File: config.mk
export PLATFORM = sky130hd
export DESIGN_NAME = bbr_ram
export DESIGN_NICKNAME = d
export VERILOG_FILES = /design/src/hw/rtl/bbr_ram.sv
export SDC_FILE = /design/constraint.sdc
export NUM_CORES = 1
export LEC_CHECK = 0
export BUFFER_PORTS_ARGS = -buffer_cell sky130_fd_sc_hd__clkbuf_2
export CORE_MARGIN = 10
export CORE_UTILIZATION = 35
export DETAILED_ROUTE_END_ITERATION = 10
export GPL_TIMING_DRIVEN = 1
export PLACE_DENSITY = 0.57
export SETUP_SLACK_MARGIN = 0.3
export SLEW_MARGIN = 20
export SYNTH_ARGS = -nofsm -noshare
export SYNTH_HDL_FRONTEND = slang
export SYNTH_SLANG_ARGS = --single-unit
File: constraint.sdc
create_clock -name clk -period 4.8 [get_ports clk]
set_clock_uncertainty 0.05 [all_clocks]
set_input_delay 0 -clock clk [delete_from_list [all_inputs] [get_ports clk]]
set_output_delay 0 -clock clk [all_outputs]
set_load 0.005 [all_outputs]
File: src/hw/rtl/bbr_ram.sv
// Generic single write port, single read port RAM with registered read data.
// No dependencies.
`default_nettype none

module bbr_ram #(
  parameter int unsigned WIDTH = 8,
  parameter int unsigned DEPTH = 16
) (
  input  wire logic                                     clk,
  input  wire logic                                     we,
  input  wire logic [((DEPTH > 1) ? $clog2(DEPTH) : 1)-1:0] waddr,
  input  wire logic [WIDTH-1:0]                         wdata,
  input  wire logic [((DEPTH > 1) ? $clog2(DEPTH) : 1)-1:0] raddr,
  output logic      [WIDTH-1:0]                         rdata
);

  logic [WIDTH-1:0] mem [DEPTH];

  always_ff @(posedge clk) begin
    if (we) begin
      mem[waddr] <= wdata;
    end
    rdata <= mem[raddr];
  end

endmodule

`default_nettype wire

# After elaboration in Yosys (flattened, before gate mapping)
# Memory sizes are Yosys's and may differ from the RTL's. A register that Yosys moved wholly into a read port is not among the register bits.
# Cells that the tools add are included.
# classes
eq_ne	0
mux	2
order_cmp	0
n_reduce_logical	0
shift	0
add_sub_neg	0
bitwise_logic	0
n_mul	0
div_mod_pow	0
# op_table
op	n
$mux W1	2
# totals
input_bits	18
rom_bits	0
memories	1
register_bits	0
mem_bits_rw	128
latchBits	0
out_inout_bits	8
word_cells	3
# memory_table
name	words	width	read_ports	rd_ports_with_merged_regs	write_ports	line	text
mem	16	8	1	1	1	17	logic [WIDTH-1:0] mem [DEPTH];

# Depth between registers and ports, before layout
# Gate-level depths: netlist (run 1).
# logic_depth
depth_word	2
ltp_mapped	5
ltp_nobuf	3

# Worst setup path before layout (run 1)
# No wires, ideal clock.
# synth_path
path_kind	input port to flip-flop
from	input waddr[2] (netlist name)
to	memory mem[0][0] (enable)
required_time_ps	4367
path_buffers	0
setup_ps	383
stages	2
path_slack_ps	3257
arrival_time_ps	1110
cell_sequence	or3b_2 nor3_1
# synth_rtl
item	line	text
start, declared	11	input wire logic [((DEPTH > 1) ? $clog2(DEPTH) : 1)-1:0] waddr,
end, declared	17	
# No word-level cell before the write port.

==> run summary, run 1 <==
Slowest library cell on the worst path = sky130_fd_sc_hd__mux4_1
Fmax achieved = 681 MHz
Req. time, crit path = 5040 ps
Share of Yosys cell area claimed by the top area cell type = 74.7%
Most Used Layer, Global Route = met2
Net Count, Synth = 247
Detailed-routing iteration count for the pre-antenna-repair pass = 6
Top-count cell post-synth = sky130_fd_sc_hd__edfxtp_1
Crit path arrival time = 1700 ps
Setup slack of the critical path after layout = 3330 ps
Wire per inst = 21.4 µm
Placed cells = 432
Met1 GRT Util = 14.0%
Count of unique library cells instantiated by Yosys = 19
Register bit total from synthesis = 136
Number of gates given a new drive strength after cts = 0
Starting utilization of the core area = 35.6%
Post-Route Setup TNS = 0 ps
Number of levels the H-tree was split into = 4
Clk network pwr share = 46.7%
Slew @ Worst Pin = 1020 ps
Post-place setup slack = 2800 ps
Outcome = finished, final reports clean
Startpoint of the worst register-to-register path = mem[1][1]$_DFFE_PP_
Total grt overflow = 0
Area grow syn2layout = 18.9%
Number of antenna diodes = 0
Setup slack of the most critical reg-to-reg path = 3330 ps
Final Instance Count excl. Fillers = 472
Number of warnings issued by yosys = 0
CP Class = flop to flop
Routing usage on met3 = 3.37%
First-pass GRT wire length = 15400 µm
Final Setup Violations = 0
Final HPWL DP = 6260 µm
Final RePlAce weighted congestion = 0.702
Kind of capture point of the worst setup path = flop
Max cap viols = 0
Cell taking the most area after synthesis = sky130_fd_sc_hd__edfxtp_1
GR Util met2 = 15.7%
Die Span X = 141 µm
Port Buffers = 25
Post-CTS Hold Fix Bufs = 8
Initial antenna violation count = 0
Height of the chip = 141 µm
Detailed-route vias per instance = 5.04
Worst setup path endpoint = rdata[1]$_DFF_P_
R2r endpoint = rdata[1]$_DFF_P_
Clock Root Buffer = sky130_fd_sc_hd__clkbuf_16
Clock Sinks = 136
Mean cell area of the mapped netlist = 22.5 µm²
Static Leak = 2.03 nW
Beginning of the worst hold path = waddr[0]
Sequential share of power = 48.8%
Core Footprint = 0.0145 mm²
Period utilization = 30.6%
Unrepaired setup endpoints after global routing = no
Launch point of the worst path = mem[1][1]$_DFFE_PP_
Logic gate share of total power = 4.5%
Total die area = 0.0200 mm²
Cell area after synthesis = 0.00515 mm²
TritonCTS clock tree = yes
Pin count of the biggest net entering global routing = 33
Post-layout min period = 1470 ps
Residual DRC = 0
Number of enable-type register cells in the synthesized netlist = 128
Synth cell count leaders = 128 x sky130_fd_sc_hd__edfxtp_1, 18 x sky130_fd_sc_hd__mux4_2, 16 x sky130_fd_sc_hd__a22oi_1
Num rows = 44
Boundary Pins = 26
Number of vias after detailed routing = 2378
VDD IR-drop max = 0.000289 V
Power dissipated by switching net loads = 0.546 mW
Later-pin clock latency in the skew report = 410 ps
Fraction of registers with async set/reset = 0%
Fraction of layout cells with a size suffix above 1 = 27.8%
Type of the tightest min-delay check = input port to flop
Hold violation count in the final report = 0
Flip-flop cell with the highest count after synthesis = sky130_fd_sc_hd__edfxtp_1
Max incr delay on CP = 510 ps
Clock tree buffer depth = 2
Vias in the first global route = 2537
First DRT Iteration DRCs = 231
Internal power of the cells = 2.19 mW
Fin. max-slew vios = 0
R2R cell count = 3
Cells on Worst Hold Path = 2
Switching Share = 20.0%
Critical Path, Cell by Cell = mux4_1 -> a22oi_1 -> nand2_1
Clock-pin slew of the registers on the worst-case setup and hold paths = 60 ps
PwrDens = 447 mW/mm²
Post-DRT Antenna Nets = 0
Number of clock buffers inserted by TritonCTS = 17
Final routed wirelength across all metal layers = 10100 µm
Post-synthesis instance total = 229
Buffers inserted during post-CTS setup optimization = 0
Startpoint types = flop
Total power of the final layout = 2.74 mW
Final nets = 293
Crit Path Max Fanout = 1
Worst rel slew slack = 32.0%
Global-route usage over all layers = 10.6%
Sequential area share after synthesis = 77.8%
Leading cell types by total area after synthesis = sky130_fd_sc_hd__edfxtp_1 75%, sky130_fd_sc_hd__mux4_2 7.9%, sky130_fd_sc_hd__mux4_1 7.1%
worst max-delay path, delay by kind of cell, from the launching register on:
family          cells  cell delay, ps
flops               1             350
mux                 1             510
compound gates      1             350
simple gates        1              90
layout by cell type, fill, tap and decap left out, types with 5 or more instances in the layout:
master and instances:
sky130_fd_sc_hd__edfxtp_1 128, sky130_fd_sc_hd__clkbuf_2 25, sky130_fd_sc_hd__mux4_2 18, sky130_fd_sc_hd__clkbuf_16 17
sky130_fd_sc_hd__a22oi_1 16, sky130_fd_sc_hd__mux4_1 14, sky130_fd_sc_hd__nor2_1 13, sky130_fd_sc_hd__nand2_1 9
sky130_fd_sc_hd__dlygate4sd3_1 8, sky130_fd_sc_hd__dfxtp_1 8, sky130_fd_sc_hd__clkinv_2 6, sky130_fd_sc_hd__clkinvlp_4 5
cells by family after synthesis:
kind of cell / Yosys count / share of synthesized area [%]
buffers and inverters: 10 / 1.68
DFF: 136 / 77.8
AOI/OAI and AO/OA: 16 / 2.33
muxes: 32 / 15.0
and+or+nand+nor: 35 / 3.18
state kept, by name, summed over array words and instances, names as in the netlist:
| register | cells |
|---|---|
| mem | 128 |
| rdata | 8 |
cell type report:
cell class / instances / area [µm²]
Clock inverter: 14 / 158
Tap cell: 184 / 230
Clock buffer: 18 / 429
Sequential cell: 136 / 4000
Multi-Input combinational cell: 83 / 1060
Timing Repair Buffer: 37 / 235
Fill cell: 1263 / 8360
how the worst min path moves through the flow:
stage	to	slack, ps
detailed placement	rdata[3]	330
global route	mem[0][6]$_DFFE_PP_	20
finish	mem[0][6]$_DFFE_PP_	20
CTS	mem[0][6]$_DFFE_PP_	90
floorplan	mem[0][0]$_DFFE_PP_	50
global placement	rdata[3]	330
power by group through the flow:
stage | clock, mW | combinational [mW] | sequential (mW)
floorplan | 0 | 0.0674 | 1.36
global placement | 0 | 0.119 | 1.36
detailed placement | 0 | 0.120 | 1.36
CTS | 1.30 | 0.126 | 1.34
global route | 1.35 | 0.135 | 1.34
finish | 1.28 | 0.123 | 1.33
through the flow:
stage / area (µm²) / utilization (%) / hold WS [ps]
6_report: 6120 / 42.3 / 18.7
2_1_floorplan: 5150 / - / 48.9
4_1_cts: 6110 / 42.2 / 85.7
3_3_place_gp: 5450 / 37.6 / 330
5_1_grt: 6120 / 42.3 / 17.8
3_5_place_dp: 5450 / 37.6 / 332
metal layers:
metal  share of wire [%]  vias up
li1                    -     1070
met1                  46     1228
met2                  46       74
met3                 6.9        6
met4                0.84        0
met5                   0        -
(Power assumes the default switching activity.)
==> run 2, diff against run 1 <==
--- a/config.mk
+++ b/config.mk
@@ -5,6 +5,7 @@
 export SDC_FILE = /design/constraint.sdc
 export NUM_CORES = 1
 export LEC_CHECK = 0
+export ABC_AREA = 1
 export BUFFER_PORTS_ARGS = -buffer_cell sky130_fd_sc_hd__clkbuf_2
 export CORE_MARGIN = 10
 export CORE_UTILIZATION = 35
==> constraint.sdc (replaced) <==
create_clock -name clk -period 1.4 [get_ports clk]
set_clock_uncertainty 0.05 [all_clocks]
set_input_delay 0 -clock clk [delete_from_list [all_inputs] [get_ports clk]]
set_output_delay 0 -clock clk [all_outputs]
set_load 0.005 [all_outputs]
==> run 2 against run 1 <==
Compared with the run above: die area up 10%; sequential share of layout area down 7.3 points; global-route usage up 1.6 points; the run now ends with hold timing left; design area up 13%; cell count up 75%; worst setup slack worse by 3000 ps; first-iteration DRC count up 13%; wire length up 25%.
==> run summary, run 2 <==
Outcome = complete, but fails checks
Violations in the final reports = hold timing
Type of the tightest min-delay check = input port to flop
Clock-pin slew of the registers on the worst-case setup and hold paths = 50 ps
Flip-flop cell with the highest count after synthesis = sky130_fd_sc_hd__edfxtp_1
Fin util = 43.0%
Post-layout min period = 1050 ps
Crit path arrival time = 1360 ps
Register bit total from synthesis = 136
Global-route usage over all layers = 12.1%
Logic gate share of total power = 5.7%
First DRT Iteration DRCs = 262
Crit Path Max Fanout = 9
Detailed-route vias per instance = 4.53
Height of the chip = 148 µm
Clock Sinks = 136
PwrDens = 1430 mW/mm²
Leading cell types by total area after synthesis = sky130_fd_sc_hd__edfxtp_1 67%, sky130_fd_sc_hd__nand2_1 11%, sky130_fd_sc_hd__nand3_1 8.4%
Residual DRC = 0
Summed area of non-filler cells in the final layout = 0.00689 mm²
Net Count, Synth = 569
Fraction of registers with async set/reset = 0%
Num rows = 46
Starting utilization of the core area = 36.0%
Clock tree buffer depth = 2
Final RePlAce weighted congestion = 0.830
Sequential area share after synthesis = 69.4%
Kind of capture point of the worst setup path = flop
Post-DRT Antenna Nets = 0
Number of enable-type register cells in the synthesized netlist = 128
Post-synthesis instance total = 551
Vias in the first global route = 3674
Number of flip-flops in the largest register = 128
Slew @ Worst Pin = 406 ps
Worst rel slew slack = 72.9%
Unrepaired setup endpoints after global routing = yes
Static Leak = 2.99 nW
Clk network pwr share = 47.7%
Most used cells in the layout excluding fill and tap cells = 173 x sky130_fd_sc_hd__nand2_1, 128 x sky130_fd_sc_hd__edfxtp_1, 100 x sky130_fd_sc_hd__inv_1, 93 x sky130_fd_sc_hd__nand3_1, 25 x sky130_fd_sc_hd__clkbuf_2
Hold violation count in the final report = 7
Top-count cell post-synth = sky130_fd_sc_hd__nand2_1
Final nets = 615
Most common library cell in the layout ignoring fill and taps = sky130_fd_sc_hd__nand2_1
Wire per inst = 15.3 µm
Max cap viols = 0
Number of clock buffers inserted by TritonCTS = 17
Share of Yosys cell area claimed by the top area cell type = 66.7%
Final Hold Slack = -2.62 ps
TritonCTS clock tree = yes
CP Class = input port to flop
Core Footprint = 0.0160 mm²
Fin. max-slew vios = 0
Fraction of layout cells with a size suffix above 1 = 13.8%
Most flops, register = mem
Number of antenna diodes = 0
Post-Route Setup TNS = 0 ps
Cell area after placement = 0.00621 mm²
Power dissipated by switching net loads = 1.95 mW
Cell taking the most area after synthesis = sky130_fd_sc_hd__edfxtp_1
Sequential share of power = 46.6%
Top Registers = mem (128), rdata (8)
Initial antenna violation count = 0
Synth cell count leaders = 173 x sky130_fd_sc_hd__nand2_1, 128 x sky130_fd_sc_hd__edfxtp_1, 100 x sky130_fd_sc_hd__inv_1
Later-pin clock latency in the skew report = 420 ps
Final Instance Count excl. Fillers = 826
Startpoint types = input port
Cell area after synthesis = 0.00577 mm²
Clock Root Buffer = sky130_fd_sc_hd__clkbuf_16
Placed cells = 792
Boundary Pins = 26
VDD IR-drop max = 0.000866 V
Period utilization = 75.0%
First-pass GRT wire length = 20200 µm
Count of unique library cells instantiated by Yosys = 12
Total grt overflow = 0
Fmax achieved = 952 MHz
Total die area = 0.0220 mm²
Detailed-routing iteration count for the pre-antenna-repair pass = 4
Number of levels the H-tree was split into = 4
Switching Share = 19.8%
Pin count of the biggest net entering global routing = 65
Number of warnings issued by yosys = 0
Die Span X = 148 µm
Req. time, crit path = 1710 ps
Internal power of the cells = 7.88 mW
Port Buffers = 25
Mean cell area of the mapped netlist = 10.5 µm²
Final HPWL DP = 8040 µm
Area grow syn2layout = 19.4%
Number of vias after detailed routing = 3742
Final routed wirelength across all metal layers = 12600 µm
Buffers inserted during post-CTS setup optimization = 0
Final Setup Violations = 0
run 2: cell count changes in the layout (fill, tap and decap cells not counted), sizes merged, moves of 5 or more:
cell,before,now
clkinvlp,5,0
nand3,1,97
nand2,9,173
inv,0,102
a22oi,16,0
mux4,32,0
dlygate4sd3,8,2
buf,4,24
clkbuf,43,48
run 2: layout make-up:
type	count	area (µm²)
tap	216	270
fill	1547	9110
clock inverter	9	144
sequential	136	4000
timing repair buffer	51	363
multi-input combinational	289	1230
inverter	102	383
clock buffer	23	488
run 2: repair_timing:
action                                 CTS  global route
setup endpoints to repair                0             5
hold buffers                             2             0
endpoints found under the hold margin   24             0
gates resized for setup                  0             4
run 2: metal layers:
metal | track usage [%] | routed length, µm
met5 | 0 | 0
met3 | 3.13 | 571
met2 | 19.3 | 6010
met4 | 5.70 | 178
met1 | 15.1 | 5870
run 2: path summary, 6_finish.rpt:
| kind | startpoint | endpoint | slack (ps) | depth (start not counted) |
|---|---|---|---|---|
| min | wdata[5] | mem[2][5]$_DFFE_PP_ | -3 | 1 |
| max reg2reg | mem[11][2]$_DFFE_PP_ | rdata[2]$_DFF_P_ | 350 | 6 |
| min reg2reg | mem[10][0]$_DFFE_PP_ | rdata[0]$_DFF_P_ | 610 | 6 |
| max | raddr[3] | rdata[0]$_DFF_P_ | 350 | 5 |
run 2: power groups by stage:
stage / sequential [mW] / clock, mW / combinational [mW]
global placement: 4.66 / 0 / 0.555
floorplan: 4.66 / 0 / 0.321
global route: 4.59 / 4.94 / 0.637
detailed placement: 4.67 / 0 / 0.560
finish: 4.58 / 4.68 / 0.563
CTS: 4.58 / 4.76 / 0.566
run 2: cells by family (layout without fill, tap and decap cells):
family	Yosys count	count (layout)	synth area share, %
buf+inv	126	185	9.52
simple gates	289	289	21.0
flops	136	136	69.4
run 2: stage by stage:
step	power (mW)	hold WS, ps	worst slack (ps)
finish	9.83	-2.62	350
CTS	9.91	3.24	346
detailed placement	5.23	327	263
global placement	5.22	326	248
global route	10.2	8.53	295
floorplan	4.98	48.9	399
run 2: worst max-delay path, stage by stage:
cell,delay [ps]
sky130_fd_sc_hd__dlygate4sd3_1,540
sky130_fd_sc_hd__clkbuf_2,210
sky130_fd_sc_hd__inv_1,320
sky130_fd_sc_hd__nand3_1,190
sky130_fd_sc_hd__nand2_1,100
==> run 3, diff against run 2 <==
--- a/config.mk
+++ b/config.mk
@@ -5,13 +5,13 @@
 export SDC_FILE = /design/constraint.sdc
 export NUM_CORES = 1
 export LEC_CHECK = 0
-export ABC_AREA = 1
+export ABC_AREA = 0
 export BUFFER_PORTS_ARGS = -buffer_cell sky130_fd_sc_hd__clkbuf_2
 export CORE_MARGIN = 10
 export CORE_UTILIZATION = 35
 export DETAILED_ROUTE_END_ITERATION = 10
 export GPL_TIMING_DRIVEN = 1
-export PLACE_DENSITY = 0.57
+export PLACE_DENSITY = 0.59
 export SETUP_SLACK_MARGIN = 0.3
 export SLEW_MARGIN = 20
 export SYNTH_ARGS = -nofsm -noshare
==> constraint.sdc (replaced) <==
create_clock -name clk -period 0.9 [get_ports clk]
set_clock_uncertainty 0.05 [all_clocks]
set_input_delay 0 -clock clk [delete_from_list [all_inputs] [get_ports clk]]
set_output_delay 0 -clock clk [all_outputs]
set_load 0.005 [all_outputs]
==> run 3 against run 2 <==
Compared with the run above: non-clock buffer count grew 17; the run ends with hold timing, setup timing left; critical path type is now flop to flop; wire length shrank 19%; global-route usage shrank 1.1 points; clock power grew 69%; critical endpoint is now rdata[7]$_DFF_P_.
==> run summary, run 3 (synthesized netlist as in run 1, its figures left out) <==
Most common library cell in the layout ignoring fill and taps = sky130_fd_sc_hd__edfxtp_1
Post-layout min period = 1340 ps
Startpoint types = flop
Period utilization = 149%
Residual DRC = 0
Post-Route Setup TNS = -3110 ps
Total grt overflow = 0
Total die area = 0.0200 mm²
Most flops, register = mem
Core Footprint = 0.0145 mm²
Unrepaired setup endpoints after global routing = yes
Detailed-route vias per instance = 4.93
Vias in the first global route = 2781
Type of the tightest min-delay check = input port to flop
Initial antenna violation count = 0
Total power of the final layout = 16.0 mW
Final Hold Slack = -23.2 ps
Final Instance Count excl. Fillers = 503
Max cap viols = 0
Area grow syn2layout = 35.0%
Number of clock buffers inserted by TritonCTS = 17
Kind of capture point of the worst setup path = flop
Clock Sinks = 136
Wire per inst = 20.3 µm
Crit path arrival time = 1590 ps
Post-DRT Antenna Nets = 0
Hold violation count in the final report = 109
Crit Path Max Fanout = 1
Cell area after placement = 0.00612 mm²
Clock tree buffer depth = 2
CP Class = flop to flop
Detailed-routing iteration count for the pre-antenna-repair pass = 4
Fin. max-slew vios = 0
Req. time, crit path = 1150 ps
Final routed wirelength across all metal layers = 10200 µm
Top Registers = mem (128), rdata (8)
Setup slack of the critical path after layout = -444 ps
Num rows = 44
Outcome = complete, but fails checks
Placed cells = 469
Fmax achieved = 744 MHz
Final HPWL DP = 6810 µm
Static Leak = 2.33 nW
Violations in the final reports = hold timing, setup timing
TritonCTS clock tree = yes
Boundary Pins = 26
Fraction of layout cells with a size suffix above 1 = 51.4%
Clock-pin slew of the registers on the worst-case setup and hold paths = 60 ps
Number of levels the H-tree was split into = 4
Height of the chip = 141 µm
Clock Root Buffer = sky130_fd_sc_hd__clkbuf_16
First-pass GRT wire length = 16300 µm
Pin count of the biggest net entering global routing = 17
PwrDens = 2300 mW/mm²
Die Span X = 141 µm
Number of vias after detailed routing = 2478
Port Buffers = 25
Final nets = 324
Number of flip-flops in the largest register = 128
Global-route usage over all layers = 11.1%
Summed area of non-filler cells in the final layout = 0.00695 mm²
Final Setup Violations = 9
Later-pin clock latency in the skew report = 410 ps
Most used cells in the layout excluding fill and tap cells = 128 x sky130_fd_sc_hd__edfxtp_1, 32 x sky130_fd_sc_hd__mux4_2, 24 x sky130_fd_sc_hd__buf_12, 17 x sky130_fd_sc_hd__clkbuf_16, 15 x sky130_fd_sc_hd__clkbuf_2
Worst rel slew slack = 43.2%
Final RePlAce weighted congestion = 0.701
Starting utilization of the core area = 35.6%
Number of antenna diodes = 0
Slew @ Worst Pin = 849 ps
VDD IR-drop max = 0.00133 V
First DRT Iteration DRCs = 241
-- run 3: changes by cell type in the layout (fill, tap and decap cells not counted), sizes merged, moves of 3 or more --
| cell | previous run | this run |
|---|---|---|
| nor2 | 17 | 13 |
| mux4 | 0 | 32 |
| nand3 | 97 | 1 |
| nand2 | 173 | 9 |
| buf | 24 | 53 |
| bufinv | 4 | 7 |
| clkinv | 5 | 8 |
| clkbuf | 48 | 32 |
| a22oi | 0 | 16 |
| inv | 102 | 0 |
| nor3 | 0 | 4 |
-- run 3: power by group --
group          internal, mW  total (mW)  switching, mW  leakage [nW]
Combinational         0.478       0.934          0.456         0.774
Clock                  5.44        7.89           2.45         0.335
Sequential             7.09        7.13         0.0450          1.22
Total                  13.0        16.0           2.95          2.33
-- run 3: layer usage --
layer	track usage (%)	up-vias	wire length (µm)	part of all wire, %
li1	-	1112	-	-
met2	18.7	55	5450	53
met1	13.0	1298	4130	41
met4	4.73	0	162	1.6
met5	0	-	0	0
met3	3.00	13	452	4.4
-- run 3: timing repair --
action / 4_1_cts / 5_1_grt
endpoints found under the hold margin: 128 / 20
endpoints found under the setup margin: 136 / 144
gates cloned: 0 / 0
setup buffers: 2 / 0
pin swaps: 6 / 4
resized for setup: 19 / 19
-- run 3: cell type report --
class                      count  area [µm²]
fill                        1173        7530
sequential                   136        4010
multi-input combinational     83        1220
timing repair buffer          68         806
clock buffer                  17         425
clock inverter                15         255
tap                          184         230
-- run 3: final timing paths --
kind                            slack (ps)              endpoint                 start  cells past startpoint
worst max-delay path                  -440      rdata[7]$_DFF_P_   mem[3][7]$_DFFE_PP_                      4
worst min-delay path                   -20  mem[15][6]$_DFFE_PP_              wdata[6]                      1
worst max register to register        -440      rdata[7]$_DFF_P_   mem[3][7]$_DFFE_PP_                      4
worst min register to register         620      rdata[7]$_DFF_P_  mem[14][7]$_DFFE_PP_                      3
-- run 3: through the flow --
step | utilization [%] | worst slack, ps
3_5_place_dp | 42.3 | -620
4_1_cts | 47.6 | -469
2_1_floorplan | - | -277
6_report | 48.0 | -444
5_1_grt | 48.0 | -502
3_3_place_gp | 42.3 | -608
-- run 3: worst max-delay path, stage by stage, from the launching register on --
cell and delay (ps):
sky130_fd_sc_hd__edfxtp_1 360, sky130_fd_sc_hd__mux4_2 480, sky130_fd_sc_hd__a22oi_2 160, sky130_fd_sc_hd__buf_4 140
sky130_fd_sc_hd__nand2_1 40
